===== config.mk =====
export PLATFORM = sky130hd
export DESIGN_NAME = controller_remap_scaler_flat
export DESIGN_NICKNAME = d
export VERILOG_FILES = /design/src/hw/rtl/crs_pkg.sv /design/src/hw/rtl/crs_in_if.sv /design/src/hw/rtl/crs_out_if.sv /design/src/hw/rtl/controller_remap_scaler.sv /design/src/flat_wrapper.sv
export SDC_FILE = /design/constraint.sdc
export NUM_CORES = 1
export LEC_CHECK = 0
export BUFFER_PORTS_ARGS = -buffer_cell sky130_fd_sc_hd__buf_4
export CORE_MARGIN = 2
export CORE_UTILIZATION = 55
export CTS_CLUSTER_SIZE = 12
export DETAILED_ROUTE_END_ITERATION = 6
export PLACE_DENSITY = 0.73
export SYNTH_ARGS = -nofsm -noshare
export SYNTH_HDL_FRONTEND = slang
export SYNTH_SLANG_ARGS = --single-unit

===== constraint.sdc =====
create_clock -name clk -period 29.7 [get_ports clk]
set_clock_uncertainty 0.15 [all_clocks]
set_input_delay 5.94 -clock clk [delete_from_list [all_inputs] [get_ports clk]]
set_output_delay 5.94 -clock clk [all_outputs]
set_load 0.05 [all_outputs]

===== src/hw/rtl/crs_pkg.sv =====
// ----------------------------------------------------------------------------
// crs_pkg: shared types and constants of the controller remap scaler
// Field widths of the event channels, the packed mapping slot layout and
// the reset contents of the slot registers.
// ----------------------------------------------------------------------------
package crs_pkg;

  localparam int ChannelWidth = 5;
  localparam int CcWidth      = 7;
  localparam int ValueWidth   = 7;
  localparam int OffsetWidth  = 16;
  localparam int SlotIdxWidth = 3;

  // Register file of the configuration port.
  localparam int SlotStore     = 8;
  localparam int CfgIndexWidth = 3;
  localparam int CfgDataWidth  = 38;

  // Arithmetic constants of the scaler.
  localparam logic [ValueWidth-1:0]   RoundBias  = 7'd63;
  localparam logic [ValueWidth:0]     ScaleDiv   = 8'd127;
  localparam logic [ValueWidth-1:0]   ValueMax   = 7'd127;
  localparam logic [ChannelWidth-1:0] ChannelMax = 5'd16;
  localparam logic [CcWidth-1:0]      OutCcBase  = 7'd20;

  // Packed slot layout, MSB first.
  typedef struct packed {
    logic [ValueWidth-1:0]   max_val;
    logic [ValueWidth-1:0]   min_val;
    logic [CcWidth-1:0]      out_cc;
    logic [3:0]              out_chan;   // output channel minus one
    logic [CcWidth-1:0]      in_cc;
    logic [ChannelWidth-1:0] in_chan;    // zero matches any channel
    logic                    enable;
  } slot_t;

  function automatic slot_t slot_reset(input logic [CfgIndexWidth-1:0] idx);
    slot_t s;
    s.max_val  = ValueMax;
    s.min_val  = '0;
    s.out_cc   = OutCcBase + CcWidth'(idx);
    s.out_chan = 4'(idx);
    s.in_cc    = CcWidth'(idx);
    s.in_chan  = '0;
    s.enable   = 1'b0;
    return s;
  endfunction

endpackage


===== src/hw/rtl/crs_in_if.sv =====
// ----------------------------------------------------------------------------
// crs_in_if: incoming control-change channel
// Valid/ready channel that carries one control-change event.
// ----------------------------------------------------------------------------
interface crs_in_if;
  logic                                valid;
  logic                                ready;
  logic [crs_pkg::ChannelWidth-1:0]    in_channel;
  logic [crs_pkg::CcWidth-1:0]         in_controller;
  logic [crs_pkg::ValueWidth-1:0]      in_value;
  logic [crs_pkg::OffsetWidth-1:0]     in_sample_offset;

  modport source (
    output valid, in_channel, in_controller, in_value, in_sample_offset,
    input  ready
  );

  modport sink (
    input  valid, in_channel, in_controller, in_value, in_sample_offset,
    output ready
  );
endinterface


===== src/hw/rtl/crs_out_if.sv =====
// ----------------------------------------------------------------------------
// crs_out_if: remapped control-change channel
// Valid/ready channel that carries one remapped control change.
// ----------------------------------------------------------------------------
interface crs_out_if;
  logic                                valid;
  logic                                ready;
  logic [crs_pkg::ChannelWidth-1:0]    out_channel;
  logic [crs_pkg::CcWidth-1:0]         out_controller;
  logic [crs_pkg::ValueWidth-1:0]      out_value;
  logic [crs_pkg::OffsetWidth-1:0]     out_sample_offset;
  logic [crs_pkg::SlotIdxWidth-1:0]    slot_index;
  logic                                last_of_run;

  modport source (
    output valid, out_channel, out_controller, out_value, out_sample_offset,
           slot_index, last_of_run,
    input  ready
  );

  modport sink (
    input  valid, out_channel, out_controller, out_value, out_sample_offset,
           slot_index, last_of_run,
    output ready
  );
endinterface


===== src/hw/rtl/controller_remap_scaler.sv =====
// ----------------------------------------------------------------------------
// controller_remap_scaler: control-change remapper with per-slot scaling
// Matches each incoming control change against the mapping slots and emits
// one remapped, range-scaled control change per matching slot.
// ----------------------------------------------------------------------------
// Usage:
//   cc_in carries incoming control-change transactions, cc_out carries the
//   remapped ones; both are valid/ready channels. The mapping slots are
//   written through cfg_write/cfg_index/cfg_data; the user must write them
//   only while the block is idle, as the block itself does not enforce it.
//   An accepted event is matched against all scanned slots at once and
//   parked in a pending register together with its match mask. Each cycle
//   the output register is free, the single scaler shared by the slots
//   scales the lowest pending slot into it, so the rate is one result per
//   cycle while cc_out does not stall. An event holds the pending register
//   until its last match is issued; the next event is taken in the cycle
//   its last result is issued. Events that match nothing are dropped on
//   accept; results go through the pending and then the output register.
//   When cc_out stalls, the output register holds its transaction and the
//   pending register waits; cc_in.ready drops until the pending run drains.
//   Reset (rst, synchronous) empties both registers and restores the slot
//   defaults: disabled, any channel, controller s, output channel s+1,
//   output controller 20+s, range 0..127.
// ----------------------------------------------------------------------------
module controller_remap_scaler #(
  parameter int SLOT_COUNT = 8
) (
  input  logic                                 clk,
  input  logic                                 rst,
  input  logic                                 cfg_write,
  input  logic [crs_pkg::CfgIndexWidth-1:0]    cfg_index,
  input  logic [crs_pkg::CfgDataWidth-1:0]     cfg_data,
  crs_in_if.sink                               cc_in,
  crs_out_if.source                            cc_out
);

  // Slot registers: all stored slots keep their contents; only the first
  // SLOT_COUNT are scanned.
  crs_pkg::slot_t slot_cfg [crs_pkg::SlotStore];

  always_ff @(posedge clk) begin
    if (rst) begin
      for (int i = 0; i < crs_pkg::SlotStore; i++) begin
        slot_cfg[i] <= crs_pkg::slot_reset(crs_pkg::CfgIndexWidth'(i));
      end
    end else if (cfg_write) begin
      slot_cfg[cfg_index] <= crs_pkg::slot_t'(cfg_data);
    end
  end

  // ---------------------------------------------------------------------
  // Match stage: compare the incoming event against every scanned slot.
  // ---------------------------------------------------------------------
  logic [SLOT_COUNT-1:0] match_mask;

  always_comb begin
    logic [crs_pkg::ChannelWidth-1:0] chan_clamped;
    match_mask = '0;
    for (int i = 0; i < SLOT_COUNT; i++) begin
      // Clamp out-of-range input channels to the top channel.
      chan_clamped = (slot_cfg[i].in_chan > crs_pkg::ChannelMax) ?
                     crs_pkg::ChannelMax : slot_cfg[i].in_chan;
      match_mask[i] = slot_cfg[i].enable
                   && (slot_cfg[i].in_cc == cc_in.in_controller)
                   && ((chan_clamped == '0) || (chan_clamped == cc_in.in_channel));
    end
  end

  // ---------------------------------------------------------------------
  // Pending register: event payload plus slots still to be issued.
  // ---------------------------------------------------------------------
  logic [SLOT_COUNT-1:0]               pend_mask;
  logic [crs_pkg::ValueWidth-1:0]      pend_value;
  logic [crs_pkg::OffsetWidth-1:0]     pend_offset;

  logic pend_valid;
  logic out_free;
  logic issue;
  logic issue_last;
  logic in_take;

  // Lowest pending slot and the mask left after issuing it.
  logic [crs_pkg::SlotIdxWidth-1:0] sel_idx;
  logic [SLOT_COUNT-1:0]            sel_onehot;
  logic [SLOT_COUNT-1:0]            mask_next;

  always_comb begin
    sel_idx    = '0;
    sel_onehot = '0;
    for (int i = SLOT_COUNT - 1; i >= 0; i--) begin
      if (pend_mask[i]) begin
        sel_idx    = crs_pkg::SlotIdxWidth'(i);
        sel_onehot = SLOT_COUNT'(1) << i;
      end
    end
    mask_next = pend_mask & ~sel_onehot;
  end

  assign pend_valid   = |pend_mask;
  assign out_free     = !cc_out.valid || cc_out.ready;
  assign issue        = pend_valid && out_free;
  assign issue_last   = issue && (mask_next == '0);
  assign cc_in.ready  = !pend_valid || issue_last;
  assign in_take      = cc_in.valid && cc_in.ready;

  always_ff @(posedge clk) begin
    if (rst) begin
      pend_mask <= '0;
    end else if (in_take) begin
      // An event with no match loads an empty mask and is dropped here.
      pend_mask <= match_mask;
    end else if (issue) begin
      pend_mask <= mask_next;
    end
  end

  always_ff @(posedge clk) begin
    if (in_take) begin
      pend_value  <= cc_in.in_value;
      pend_offset <= cc_in.in_sample_offset;
    end
  end

  // ---------------------------------------------------------------------
  // Scaler: min + round(span * value / 127), mirrored when min > max.
  // The divide by 127 splits num = a*128 + b = a*127 + (a + b); since
  // a + b stays below 254, one compare finishes the quotient.
  // ---------------------------------------------------------------------
  crs_pkg::slot_t                  sel_slot;
  logic                            ascending;
  logic [crs_pkg::ValueWidth-1:0]  span;
  logic [2*crs_pkg::ValueWidth-1:0] num;
  logic [crs_pkg::ValueWidth-1:0]  num_hi;
  logic [crs_pkg::ValueWidth-1:0]  num_lo;
  logic [crs_pkg::ValueWidth:0]    rem_sum;
  logic [crs_pkg::ValueWidth-1:0]  quot;
  logic [crs_pkg::ValueWidth-1:0]  scaled;

  assign sel_slot  = slot_cfg[sel_idx];
  assign ascending = sel_slot.min_val <= sel_slot.max_val;
  assign span      = ascending ? (sel_slot.max_val - sel_slot.min_val)
                               : (sel_slot.min_val - sel_slot.max_val);
  assign num       = ((2*crs_pkg::ValueWidth)'(span) * (2*crs_pkg::ValueWidth)'(pend_value))
                   + (2*crs_pkg::ValueWidth)'(crs_pkg::RoundBias);
  assign num_hi    = num[2*crs_pkg::ValueWidth-1:crs_pkg::ValueWidth];
  assign num_lo    = num[crs_pkg::ValueWidth-1:0];
  assign rem_sum   = (crs_pkg::ValueWidth+1)'(num_hi) + (crs_pkg::ValueWidth+1)'(num_lo);
  assign quot      = num_hi + crs_pkg::ValueWidth'(rem_sum >= crs_pkg::ScaleDiv);
  assign scaled    = ascending ? (sel_slot.min_val + quot) : (sel_slot.min_val - quot);

  // ---------------------------------------------------------------------
  // Output register: load on issue, drop once the sink takes it.
  // ---------------------------------------------------------------------
  always_ff @(posedge clk) begin
    if (rst) begin
      cc_out.valid <= 1'b0;
    end else if (issue) begin
      cc_out.valid <= 1'b1;
    end else if (cc_out.ready) begin
      cc_out.valid <= 1'b0;
    end
  end

  always_ff @(posedge clk) begin
    if (issue) begin
      cc_out.out_channel       <= crs_pkg::ChannelWidth'(sel_slot.out_chan) + 1'b1;
      cc_out.out_controller    <= sel_slot.out_cc;
      cc_out.out_value         <= scaled;
      cc_out.out_sample_offset <= pend_offset;
      cc_out.slot_index        <= sel_idx;
      cc_out.last_of_run       <= issue_last;
    end
  end

endmodule

===== src/flat_wrapper.sv =====
// flat-port wrapper written by rule: the top's interface ports become plain ports
module controller_remap_scaler_flat 
#(
  parameter int SLOT_COUNT = 8
)
  (clk, rst, cfg_write, cfg_index, cfg_data, cc_in_valid, cc_in_in_channel, cc_in_in_controller, cc_in_in_value, cc_in_in_sample_offset, cc_in_ready, cc_out_valid, cc_out_out_channel, cc_out_out_controller, cc_out_out_value, cc_out_out_sample_offset, cc_out_slot_index, cc_out_last_of_run, cc_out_ready);
  crs_in_if cc_in_i ();
  crs_out_if cc_out_i ();
  input  logic clk;
  input  logic rst;
  input  logic cfg_write;
  input  logic [crs_pkg::CfgIndexWidth-1:0] cfg_index;
  input  logic [crs_pkg::CfgDataWidth-1:0] cfg_data;
  input wire logic [$bits(cc_in_i.valid)-1:0] cc_in_valid;
  input wire logic [$bits(cc_in_i.in_channel)-1:0] cc_in_in_channel;
  input wire logic [$bits(cc_in_i.in_controller)-1:0] cc_in_in_controller;
  input wire logic [$bits(cc_in_i.in_value)-1:0] cc_in_in_value;
  input wire logic [$bits(cc_in_i.in_sample_offset)-1:0] cc_in_in_sample_offset;
  output wire logic [$bits(cc_in_i.ready)-1:0] cc_in_ready;
  output wire logic [$bits(cc_out_i.valid)-1:0] cc_out_valid;
  output wire logic [$bits(cc_out_i.out_channel)-1:0] cc_out_out_channel;
  output wire logic [$bits(cc_out_i.out_controller)-1:0] cc_out_out_controller;
  output wire logic [$bits(cc_out_i.out_value)-1:0] cc_out_out_value;
  output wire logic [$bits(cc_out_i.out_sample_offset)-1:0] cc_out_out_sample_offset;
  output wire logic [$bits(cc_out_i.slot_index)-1:0] cc_out_slot_index;
  output wire logic [$bits(cc_out_i.last_of_run)-1:0] cc_out_last_of_run;
  input wire logic [$bits(cc_out_i.ready)-1:0] cc_out_ready;
  assign cc_in_i.valid = cc_in_valid;
  assign cc_in_i.in_channel = cc_in_in_channel;
  assign cc_in_i.in_controller = cc_in_in_controller;
  assign cc_in_i.in_value = cc_in_in_value;
  assign cc_in_i.in_sample_offset = cc_in_in_sample_offset;
  assign cc_in_ready = cc_in_i.ready;
  assign cc_out_valid = cc_out_i.valid;
  assign cc_out_out_channel = cc_out_i.out_channel;
  assign cc_out_out_controller = cc_out_i.out_controller;
  assign cc_out_out_value = cc_out_i.out_value;
  assign cc_out_out_sample_offset = cc_out_i.out_sample_offset;
  assign cc_out_slot_index = cc_out_i.slot_index;
  assign cc_out_last_of_run = cc_out_i.last_of_run;
  assign cc_out_i.ready = cc_out_ready;
  controller_remap_scaler #(.SLOT_COUNT(SLOT_COUNT)) u_core (.clk(clk), .rst(rst), .cfg_write(cfg_write), .cfg_index(cfg_index), .cfg_data(cfg_data), .cc_in(cc_in_i), .cc_out(cc_out_i));
endmodule

==> impl_metrics.py <==
metrics = {
    "synth": {
        "synth.area.mux_share_pct": 0.533,
        "synth_warnings": 0,
        "synth_compound_area_share_pct": 4.52,
        "synth-seq-cells": 375,
        "syn-num-nets": 1910,
        "yosysUniqueCellTypes": 73,
        "syn_inst": 1735,
        "syn_avg_cell_area_sq_um": 11.4,
        "synthAdderAreaFrac_pct": 7.31,
        "yosysSeqAreaShare_pct": 56.6,
        "yosys.area_share.simple_pct": 22.5,
        "synthFlopType": "edfxtp_1",
        "synthXorXnorAreaFrac_pct": 5.43,
        "synth_top_family_by_area": "simple AND/OR/NAND/NOR gates",
        "synth_edf_count": 366,
        "synthArstFlopShare_pct": 0,
        "syn_area_sq_um": 19700,
    },
    "clock_tree": {
        "cts.repair.resized": 0,
        "root_buffer": "clkbuf_16",
        "htreeDepth": 2,
        "cts_buffer_depth": 3,
        "post_cts_buffers": 0,
        "holdBufCountCts": 0,
        "cts_buffers": 41,
        "clk_pin_slew_worst_paths_ps": 60,
        "cts_tree": "done",
        "clkLatencyLatePin_ps": 540,
        "clock_sinks": 375,
    },
    "worst_setup_path": {
        "reg2regPathDepth": 53,
        "reg2reg_from": "u_core.pend_mask[6]$_SDFFE_PP0P_",
        "required_ps": 29820,
        "crit_fanout": 51,
        "r2r-end": "u_core.cc_out.out_value[6]$_DFFE_PP_",
        "crit_slowest_cell": "o31ai_2",
        "cpPeakStageDelay_ps": 910,
        "crit_type": "flip-flop to flip-flop",
        "crit_arrival_ps": 13790,
        "start_kind": "flip-flop",
        "critPathLaunch": "u_core.pend_mask[6]$_SDFFE_PP0P_",
        "r2r_slack_ps": 16030,
        "end_kind": "flip-flop",
    },
    "global_routing": {
        "track_usage_pct": 25.7,
        "grt_pass1_vias": 13500,
        "grt_start_max_net_pins": 72,
        "antenna_found_initial": 3,
        "grt_overflow": 0,
        "grt_pass1_wl_mm": 75.1,
    },
    "layout": {
        "fillers": 2793,
        "final_cell_mix": "edfxtp_1, nand2_1, and2_1",
        "syn2layout_area_growth_pct": 12.9,
        "final_core_util_pct": 62.8,
        "finalNetCount": 2008,
        "drive_above_1_share_pct": 12.2,
        "final_cells": 2326,
        "mostFrequentLayoutCell": "edfxtp_1",
    },
    "power_and_ir_drop": {
        "clkPwrFrac_pct": 17.2,
        "p_int_uw": 1620,
        "power_frac_comb_pct": 57.7,
        "total_power_uw": 2690,
        "power_per_cell_area_nw_per_um2": 121,
        "switchingPower_uw": 1070,
        "vdd_ir_drop_max_uv": 397,
        "leakage_uw": 0.00845,
        "seqPwrFrac_pct": 25.1,
        "switching_share_pct": 39.9,
    },
    "hold_path": {
        "hold_path_end": "u_core.cc_out.out_sample_offset[12]$_DFFE_PP_",
        "min_from": "u_core.pend_offset[12]$_DFFE_PP_",
        "hold_class": "flip-flop to flip-flop",
        "hold_depth": 0,
    },
    "route": {
        "drt_iter0_markers": 1142,
        "viasPerCell": 5.72,
        "vias": 13300,
        "totalWireLength_mm": 48.0,
        "ant_nets": 0,
        "drtPass1Iterations": 5,
        "drc": 0,
        "wire_per_inst_microns": 20.6,
    },
    "floorplanning": {
        "ios": 122,
        "fp.coreArea_sq_um": 35500,
        "fp.dieW_microns": 193,
        "num_rows": 69,
        "start_util_pct": 55.6,
        "dieHeight_microns": 193,
        "design.die.area_sq_um": 37400,
    },
    "sta": {
        "tns_ps": 0,
        "period_minus_slack_ps": 13670,
        "finalMaxSlewViolations": 0,
        "worstMarginPinSlew_ps": 1190,
        "finalSetupViolCount": 0,
        "hold_viol": 0,
        "fmax_ghz": 0.0732,
        "finalCritPeriodShare_pct": 46.0,
        "rsz0062_at_grt": "no",
        "slew_headroom_pct": 20.8,
    },
    "run": {
        "maxCapViolCount": 0,
    },
    "place": {
        "numPortBuffers": 121,
        "place_inst": 2251,
        "place.gp.congestion": 0.852,
        "hpwlAfterDp_mm": 28.5,
    },
    "run_status": {
        "outcome": "finished clean",
    },
}
## worst max path at each step
stage | cells past startpoint | to
after floorplan | 3 | cc_in_ready
final | 53 | u_core.cc_out.out_value[6]$_DFFE_PP_
after global routing | 53 | u_core.cc_out.out_value[6]$_DFFE_PP_
after CTS | 53 | u_core.cc_out.out_value[6]$_DFFE_PP_
after detailed placement | 53 | u_core.cc_out.out_value[6]$_DFFE_PP_
after global placement | 53 | u_core.cc_out.out_value[6]$_DFFE_PP_
## worst max-delay path, delay by kind of cell, from the launching register on
family / cells / cell delay (ps)
flops: 1 / 420
simple gates: 10 / 1150
fa+ha+maj: 10 / 4080
compound gates: 21 / 4350
buf+inv: 6 / 1530
mux: 1 / 210
xor+xnor: 5 / 1370
## registers in the layout, indices dropped and copies added, names as in the netlist
signal	flops
u_core.cc_out.out_controller	7
u_core.cc_out.last_of_run	1
u_core.cc_out.slot_index	3
u_core.pend_mask	8
u_core.cc_out.out_channel	5
u_core.cc_out.out_value	7
u_core.slot_cfg	304
u_core.cc_out.out_sample_offset	16
u_core.pend_offset	16
u_core.pend_value	7
u_core.cc_out.valid	1
## area by class of cell
type | instances | area (sq um) | area share [%]
Inverter | 65 | 244 | 1.10
Tap cell | 461 | 577 | 2.59
Antenna cell | 2 | 5.00 | 0.0225
Multi-Input combinational cell | 1202 | 7970 | 35.8
Timing Repair Buffer | 148 | 1110 | 4.99
Clock buffer | 54 | 1070 | 4.83
Clock inverter | 19 | 118 | 0.528
Sequential cell | 375 | 11200 | 50.2
## cells by family (layout without fill, tap and decap cells)
group / Yosys count / in the layout
xor+xnor: 119 / 119
flops: 375 / 375
mux: 8 / 8
other cells: 0 / 2
simple gates: 849 / 849
buf+inv: 158 / 286
fa+ha+maj: 95 / 95
compound gates: 131 / 131
## through the flow
step / setup slack (ps) / hold slack (ps) / area (sq um)
after global placement: 16530 / 251 / 21100
after CTS: 16080 / 267 / 22300
final: 16030 / 263 / 22300
after global routing: 15040 / 270 / 22300
after detailed placement: 16120 / 255 / 21100
after floorplan: 17020 / 250 / 19700
## power by group through the flow
| stage | logic, uW | clock network (uW) | registers [uW] |
|---|---|---|---|
| after floorplan | 1230 | 0 | 686 |
| after global placement | 1490 | 0 | 687 |
| after detailed placement | 1540 | 0 | 688 |
| after CTS | 1550 | 468 | 677 |
| after global routing | 1740 | 489 | 680 |
| final | 1550 | 463 | 677 |
## layer usage
metal  up-vias  global-route usage (%)  wire length (microns)
li1       6236                       -                      -
met1      6501                    35.4                  20000
met2       482                    42.6                  23200
met3        73                    3.92                   3760
met4         2                    7.63                   1080
met5         -                       0                      9
## Yosys cell counts (4+ instances only)
| cell type | count | area share (%) |
|---|---|---|
| ha_1 | 60 | 3.8 |
| buf_2 | 4 | 0.10 |
| fa_1 | 34 | 3.5 |
| a31oi_1 | 8 | 0.25 |
| o21bai_1 | 4 | 0.15 |
| o21ai_1 | 12 | 0.30 |
| a21oi_1 | 25 | 0.63 |
| xor2_1 | 31 | 1.4 |
| or3_1 | 84 | 2.7 |
| nand2_1 | 240 | 4.6 |
| nand2b_1 | 31 | 0.98 |
| mux2i_1 | 6 | 0.30 |
| nor3_1 | 14 | 0.36 |
| inv_1 | 64 | 1.2 |
| a211oi_1 | 4 | 0.15 |
| or2_2 | 9 | 0.29 |
| dfxtp_1 | 9 | 0.91 |
| and3_1 | 4 | 0.13 |
| nor2_1 | 47 | 0.89 |
| nor2b_1 | 7 | 0.22 |
| a21o_1 | 8 | 0.30 |
| buf_1 | 14 | 0.27 |
| nand3_1 | 132 | 3.3 |
| xnor2_1 | 85 | 3.8 |
| o21ai_0 | 23 | 0.58 |
| o21a_1 | 13 | 0.49 |
| edfxtp_1 | 366 | 56 |
| o22ai_1 | 5 | 0.16 |
| clkbuf_1 | 73 | 1.4 |
| and2_1 | 240 | 7.6 |
| nor4_1 | 14 | 0.44 |
| nand4_1 | 15 | 0.48 |
(Power assumes the default switching activity.)
